**src/idct_pkg.sv**
```systemverilog
`timescale 1ns / 1ps
// ----------------------------------------------------------------------------
// idct_pkg: shared constants and the cosine table for the 8x8 IDCT.
// The cosine weights are rounded from Q1.30 values to the configured
// fraction width when they are looked up.
// ----------------------------------------------------------------------------
package idct_pkg;

    localparam int COEFF_WIDTH   = 12;
    localparam int COS_FRAC_BITS = 14;
    localparam int MID_WIDTH     = 16;
    localparam int ACC_WIDTH     = 32;
    localparam int N             = 8;
    localparam int NN            = 64;
    localparam int COS_W         = 20;   // covers Q1.18 plus sign

    // cos(k*pi/16) in Q1.30, k = 0..8
    function automatic logic signed [31:0] cos_q30(input logic [3:0] k);
        case (k)
            4'd0:    cos_q30 = 32'sd1073741824;
            4'd1:    cos_q30 = 32'sd1053110176;
            4'd2:    cos_q30 = 32'sd992008094;
            4'd3:    cos_q30 = 32'sd892783698;
            4'd4:    cos_q30 = 32'sd759250125;
            4'd5:    cos_q30 = 32'sd596538995;
            4'd6:    cos_q30 = 32'sd410903207;
            4'd7:    cos_q30 = 32'sd209476638;
            default: cos_q30 = 32'sd0;
        endcase
    endfunction

    // Rounded cosine in Q1.f, f = frac bits.
    function automatic logic signed [COS_W-1:0] round_cos(input logic [3:0] k,
                                                         input int f);
        logic signed [32:0] t;
        t = 33'(cos_q30(k)) + (33'sd1 <<< (29 - f));
        round_cos = COS_W'(t >>> (30 - f));
    endfunction

    // Basis weight for spatial index x and frequency u.
    function automatic logic signed [COS_W-1:0] weight(input logic [2:0] x,
                                                      input logic [2:0] u,
                                                      input int f);
        logic [4:0] m;
        logic [7:0] p;
        p = 8'(({5'd0, x} * 6'd2 + 6'd1) * {3'd0, u});
        m = p[4:0];
        if (m > 5'd16) m = 5'd0 - m;
        if (u == 3'd0)
            weight = round_cos(4'd4, f);
        else if (m <= 5'd8)
            weight = round_cos(m[3:0], f);
        else
            weight = -round_cos(4'(5'd16 - m), f);
    endfunction

endpackage

```
**src/idct_cell.sv**
```systemverilog
`timescale 1ns / 1ps
// ----------------------------------------------------------------------------
// idct_cell: one multiply-accumulate cell of the IDCT chain.
// Each cell owns one output index and sees the input samples pass by
// along the chain; it adds sample times its own weight each enabled cycle.
// ----------------------------------------------------------------------------
module idct_cell #(
    parameter int IN_W   = 16,
    parameter int FRAC   = idct_pkg::COS_FRAC_BITS,
    parameter int ACC_W  = idct_pkg::ACC_WIDTH,
    parameter logic [2:0] IDX = 3'd0
) (
    input  logic                    i_clk,
    input  logic                    i_clr,     // first term of a sum
    input  logic                    i_en,
    input  logic [2:0]              i_freq,    // frequency of incoming sample
    input  logic signed [IN_W-1:0]  i_data,
    output logic signed [IN_W-1:0]  o_data,    // passed to the neighbor
    output logic [2:0]              o_freq,
    output logic signed [ACC_W-1:0] o_acc
);
    localparam int PW = IN_W + idct_pkg::COS_W;
    localparam int SW = (PW > ACC_W ? PW : ACC_W) + 1;

    logic signed [ACC_W-1:0] r_acc;
    logic signed [IN_W-1:0]  r_data;
    logic [2:0]              r_freq;
    logic signed [PW-1:0]    prod;
    logic signed [SW-1:0]    sum;
    logic signed [SW-1:0]    hi, lo;
    logic signed [ACC_W-1:0] n_acc;

    assign prod = PW'(i_data) * PW'(idct_pkg::weight(IDX, i_freq, FRAC));
    assign sum  = (i_clr ? SW'(0) : SW'(r_acc)) + SW'(prod);
    assign hi   = SW'({1'b0, {(ACC_W-1){1'b1}}});
    assign lo   = -hi - SW'(1);

    always_comb begin
        if (sum > hi)      n_acc = ACC_W'(hi);
        else if (sum < lo) n_acc = ACC_W'(lo);
        else               n_acc = ACC_W'(sum);
    end

    always_ff @(posedge i_clk) begin
        if (i_en) begin
            r_acc  <= n_acc;
            r_data <= i_data;
            r_freq <= i_freq;
        end
    end

    assign o_acc  = r_acc;
    assign o_data = r_data;
    assign o_freq = r_freq;
endmodule

```
**config.mk**
```make
export PLATFORM = sky130hd
export DESIGN_NAME = idct_cell
export DESIGN_NICKNAME = d
export VERILOG_FILES = /design/src/idct_pkg.sv /design/src/idct_cell.sv
export SDC_FILE = /design/constraint.sdc
export NUM_CORES = 1
export LEC_CHECK = 0
export BUFFER_PORTS_ARGS = -buffer_cell sky130_fd_sc_hd__clkbuf_2
export CAP_MARGIN = 20
export CORE_ASPECT_RATIO = 0.7
export CORE_MARGIN = 5
export CORE_UTILIZATION = 50
export DETAILED_ROUTE_END_ITERATION = 8
export GPL_TIMING_DRIVEN = 0
export PLACE_DENSITY = 0.67
export SLEW_MARGIN = 20
export SYNTH_ARGS = -nofsm -noshare
export SYNTH_HDL_FRONTEND = slang
export SYNTH_SLANG_ARGS = --single-unit
```
**constraint.sdc**
```tcl
create_clock -name i_clk -period 28.4 [get_ports i_clk]
set_input_delay 8.52 -clock i_clk [delete_from_list [all_inputs] [get_ports i_clk]]
set_output_delay 8.52 -clock i_clk [all_outputs]
set_load 0.02 [all_outputs]
```
### After elaboration in Yosys (flattened, before gate mapping)

Memories as Yosys holds them, arrays and structs flattened.
Index checks and enable logic that the tools add are counted.

* bits in read-only memories: 496
* bits in registers: 51
* bits of input ports: 22
* output and inout bits: 51
* memories: 2
* logic and storage cells: 30

Memories
* (name not given): depth 8, bits a word 31, rd ports 1, clocked after Yosys merged registers in 0, wr ports 0, line idct_pkg.sv:19 `case (k)`
* (name not given): depth 8, bits a word 31, rd ports 1, clocked after Yosys merged registers in 0, wr ports 0, line idct_pkg.sv:19

* multipliers: 1
* reduce and logical (&&, ||, !) cells: 1
* order comparisons: 4
* multiplexer cells: 12
* add/subtract/negate cells: 7

Operators by type and width (number)
* 32-bit two-way mux: 8
* 32-bit by 17-bit adder with 33-bit output, second input constant: 3
* 20-bit two-way mux: 2
* 37-bit by 36-bit adder with 37-bit output: 1
* 37-bit by 32-bit > comparator with 1-bit output, second input constant: 1
* 37-bit by 32-bit < comparator with 1-bit output, second input constant: 1
* 37-bit two-way mux: 1
* 16-bit by 20-bit multiplier with 36-bit output: 1
* 17-bit negation with 20-bit output: 1
* 3-bit by 5-bit > comparator with 1-bit output, second input constant: 1
* 5-bit by 4-bit less-or-equal comparator with 1-bit output, second input constant: 1
* 5-bit two-way mux: 1
* 1-bit by 3-bit subtractor with 4-bit output, first input constant: 1
* 1-bit by 4-bit subtractor with 4-bit output, first input constant: 1
* 3-bit logical NOT: 1

### Logic depth before layout (Yosys ltp)

An unclocked memory read counts as a cell.

* depth in word-level cells: 15
* gate-level depth with buffers: 38
* depth with buffers taken out: 35

### Worst setup path after synthesis

Ideal clock, no wire load.

* path kind: input -> register
* from: in i_freq[1]
* to: reg r_acc[6] (netlist: o_acc[6]) (data pin)
* setup slack: 11.617 ns
* data required time: 28.125 ns
* data arrival time: 16.508 ns
* cell stages on the path: 36
* library setup time: 0.275 ns
* cells stage by stage: inv_1 ha_1 nor2_1 nand2_1 o21ai_0 inv_1 ha_1 nor2b_1 o211ai_1 a2111oi_1 and2_1 xor2_1 a21oi_1 buf_2 nand2_1 fa_1 inv_1 fa_1 fa_1 fa_1 fa_1 inv_1 fa_1 inv_1 ha_1 clkbuf_8 a21o_1 a21o_1 nand3_1 o311ai_0 or3_1 o21ai_0 xnor2_1 a41oi_1 clkbuf_2 o21ai_0

* longest elaborated chain between the ends: 15
* elaborated cells between the ends (all ways): 24
* those cells by class: 6 x add/sub; 1 x mul; 4 x order compare; 10 x mux; 1 x reduce/logical; 2 x memory

RTL lines
* start, declared: line idct_cell.sv:16 `input logic [2:0] i_freq,`
* 3-bit by 5-bit > comparator with 1-bit output or 1-bit by 3-bit subtractor with 4-bit output (tied branches): line idct_pkg.sv:48 `if (m > 5'd16) m = 5'd0 - m;`
* 5-bit two-way mux: line idct_pkg.sv:48
* 1-bit by 4-bit subtractor with 4-bit output: line idct_pkg.sv:54 `weight = -round_cos(4'(5'd16 - m), f);`
* memory read 8 x 31 bit
* 32-bit two-way mux: line idct_pkg.sv:19
* 32-bit two-way mux: line idct_pkg.sv:51 `else if (m <= 5'd8)`
* 32-bit two-way mux: line idct_pkg.sv:49 `if (u == 3'd0)`
* 32-bit by 17-bit adder with 33-bit output: line idct_pkg.sv:36 `t = 33'(cos_q30(k)) + (33'sd1 <<< (29 - f));`
* 17-bit negation with 20-bit output: line idct_pkg.sv:54
* 20-bit two-way mux: line idct_pkg.sv:51
* 20-bit two-way mux (*): line idct_pkg.sv:49
* 16-bit by 20-bit multiplier with 36-bit output (*): line idct_cell.sv:33 `assign prod = PW'(i_data) * PW'(idct_pkg::weight(IDX, i_freq, FRAC));`
* 37-bit by 36-bit adder with 37-bit output (*): line idct_cell.sv:34 `assign sum = (i_clr ? SW'(0) : SW'(r_acc)) + SW'(prod);`
* 37-bit by 32-bit < comparator with 1-bit output: line idct_cell.sv:40 `else if (sum < lo) n_acc = ACC_W'(lo);`
* 32-bit two-way mux: line idct_cell.sv:40
* end signal, assigned: line idct_cell.sv:46 `r_acc <= n_acc;`
* end, declared: line idct_cell.sv:25 `logic signed [ACC_W-1:0] r_acc;`

Mark *: on every way between the ends. The rest lies on a longest branch, timed or not. The select of a mux whose other input is x is not followed.
A chain may end at the register's enable or synchronous reset.

### Final worst setup path

* from: in i_freq[1]
* to: reg r_acc[19] (netlist: o_acc[19]) (data pin)

The elaborated chain is that of the path after synthesis.

==> metrics.cfg <==
[routing]
drt_iter0_drc = 751
wl_um = 34790
post_drt_wl_per_cell_um = 19.36
vias = 9576
ant_nets = 0
drc = 0
via_per_inst = 5.329
first_pass_iters = 5

[min_path]
worstHoldPathType = reg2reg
hold_end = o_acc[0]$_SDFFCE_PN1P_
whs_path_depth = 4
hold_start = o_acc[0]$_SDFFCE_PN1P_

[final_layout]
drive_above_1_share_pct = 7.880
syn2layout_area_growth_pct = 7.821
fin_nets = 1859
antenna_cells = 0

[logic_synthesis]
synthesis.area_mm2 = 0.01273
yosysTopAreaCellShare_pct = 36.00
synth_warnings = 0
synthCells = 1377
seq_area_frac_synth_pct = 12.03
ys_ff_latch = 51
async_flop_share_pct = 0
yosysTopAreaCell = fa_1
synth-edff-count = 51
ys_types = 73
synth_ff_type = edfxtp_1
synth_area_leaders = fa_1 (36%), ha_1 (13%), edfxtp_1 (12%), inv_1 (9.5%), and2_1 (5.6%)
avgSynthCellArea_um2 = 9.247

[critical_path]
cp.required_ns = 28.47
crit_top_cell = fa_1
path_buf_inv = 9
r2r_setup_slack_ns = 21.87
critPathKind = in2reg
crit_slowest_cell = a21oi_1
rr_startpoint = o_acc[15]$_SDFFCE_PN1P_
r2r-end = o_acc[19]$_SDFFCE_PN1P_
reg2regPathDepth = 19
cp.arrival_ns = 19.29
worst_setup_path_start_kind = input pin
max_stage_delay_ns = 0.80
worst_path_dominant_cell_family = adder cells
end_kind = flip-flop
path_max_fanout = 11

[clocking]
clk_pin_slew_ns = 0.09
clkLatencyLatePin_ns = 0.33
cts_tree = built
cts.htree.levels = 2
clock_path_buffers = 2
cts_setup_buffers = 0
postCtsHoldBufs = 0
cts_buffers = 5
post_cts_resized = 0
cts_root_buf = clkbuf_16
clock_sinks = 51

[placement]
dp_slack_ns = 9.039
place.gp.congestion = 0.9364
io_buffers = 72
dp_hpwl_um = 29040

[job]
maxCapViolCount = 0

[global_route]
grt_pass1_wl_um = 56680
grtUsageTotal_pct = 25.36
grt_remaining_overflow = 0
antenna_found_initial = 1
grt_max_degree = 30
grt_pass1_vias = 10087

[sta]
worst_pin_slew_ns = 1.084
slew_violations = 0
setup_viol = 0
finalHoldViolations = 0
fmax_mhz = 52.03
period_minus_slack_ns = 19.22
rsz0062_at_grt = false
worst_slack_ns = 9.179
tns_ns = 0
maxSlewHeadroom_pct = 27.13
final.setup_skew_ns = 0.008067
min_period_over_period_pct = 67.68

[die]
dieArea_mm2 = 0.02881
placementRows = 48
core_mm2 = 0.02486
die_h_um = 143.5
ioPinCount = 73
die_x_um = 200.7
initial_utilization_pct = 51.21

[outcome]
outcome = finished clean

==> area by class of cell <==
| cell class | count | area, um2 |
|---|---|---|
| Tap cell | 325 | 406.6 |
| Clock inverter | 3 | 27.53 |
| Clock buffer | 5 | 125.1 |
| Sequential cell | 51 | 1531 |
| Buffer | 60 | 302.8 |
| Fill cell | 2360 | 11130 |
| Inverter | 322 | 1209 |
| Timing Repair Buffer | 74 | 387.9 |
| Multi-Input combinational cell | 957 | 9739 |
==> cells in the mapped netlist (all sizes together), types with 3 or more instances <==
master     n
nand4      7
or3        4
nor3       6
a21o      17
nor2      29
ha       137
a31oi      7
edfxtp    51
and3       5
fa       229
or2        4
a2111oi    4
o31ai      3
o211ai     4
o21ai     56
xor2      16
nand3      7
o21a       4
nor2b     44
nand2b     8
clkbuf    46
a21oi     38
a41oi      3
xnor2     26
buf       11
o21bai     4
and2     115
o22ai      3
nand2    129
inv      321
==> worst max-delay path by stage <==
stage / start / to / cells after the start
floorplan: i_freq[1] / o_acc[6]$_SDFFCE_PN1P_ / 36
global placement: i_freq[1] / o_acc[19]$_SDFFCE_PN1P_ / 37
detailed placement: i_freq[1] / o_acc[19]$_SDFFCE_PN1P_ / 36
CTS: i_freq[1] / o_acc[19]$_SDFFCE_PN1P_ / 37
global route: i_freq[1] / o_acc[19]$_SDFFCE_PN1P_ / 37
finish: i_freq[1] / o_acc[19]$_SDFFCE_PN1P_ / 36
==> flip-flops by register name (all words and copies together) (netlist names) <==
register	count
o_acc	32
o_data	16
o_freq	3
==> worst register-to-register path, stage by stage (launching register included) <==
cell	delay [ns]
edfxtp_1	0.41
nand2b_1	0.10
fa_1	0.49
inv_1	0.06
fa_1	0.54
fa_1	0.44
fa_1	0.53
inv_1	0.07
fa_1	0.52
inv_1	0.04
ha_1	0.35
and2_1	0.14
clkbuf_1	0.29
nand4_1	0.18
o41ai_1	0.50
o21ai_0	0.26
xnor2_1	0.32
a41oi_1	0.28
clkbuf_2	0.28
o21ai_0	0.46
==> cell usage in the layout (no fill, tap or decap), types with 5 or more instances in the layout <==
cell type | Yosys | final
clkbuf_2 | 4 | 76
nand2_1 | 129 | 129
xor2_1 | 16 | 16
nor2b_1 | 44 | 44
nor3_1 | 6 | 6
conb_1 | 2 | 15
nor2_1 | 29 | 29
clkbuf_16 | 0 | 5
and3_1 | 5 | 5
buf_2 | 7 | 7
and2_1 | 114 | 114
xnor2_1 | 26 | 26
nand3_1 | 7 | 7
o21ai_0 | 55 | 55
edfxtp_1 | 51 | 51
inv_1 | 321 | 321
clkbuf_1 | 41 | 41
ha_1 | 137 | 137
a21oi_1 | 37 | 37
nand4_1 | 7 | 7
a21o_1 | 16 | 16
nand2b_1 | 8 | 8
a31oi_1 | 7 | 7
fa_1 | 229 | 229
==> metrics by stage <==
step	instances	utilization (%)	hold slack (ns)	cell area (um2)
final	1797	55.22	0.8981	13730
after global placement	1787	54.49	0.8667	13550
after detailed placement	1788	54.58	0.8868	13570
after global routing	1797	55.22	0.9731	13730
after CTS	1796	55.20	0.9151	13720
after floorplan	1390	-	0.9685	12780
==> cells by family (layout without fill, tap and decap cells) <==
family	Yosys count	after routing	synth area share, %
buffers and inverters	382	464	11.87
adders and majority gates	366	366	49.46
and+or+nand+nor	366	366	14.92
AOI/OAI and AO/OA	166	166	8.618
DFF	51	51	12.03
xor gates and xnor gates	42	42	2.889
other	2	15	0.05898
muxes	2	2	0.1572
==> layer usage <==
layer / global-route usage, % / vias to the layer above / share of wire (%)
met4: 4.162 / 0 / 1.2
met1: 40.15 / 4733 / 50
li1: - / 4394 / -
met5: 0 / - / 0
met3: 6.903 / 31 / 9.9
met2: 35.09 / 418 / 38
Power is not shown: default switching activity piles up to over one toggle a cycle in this logic, so the estimate is an artifact.
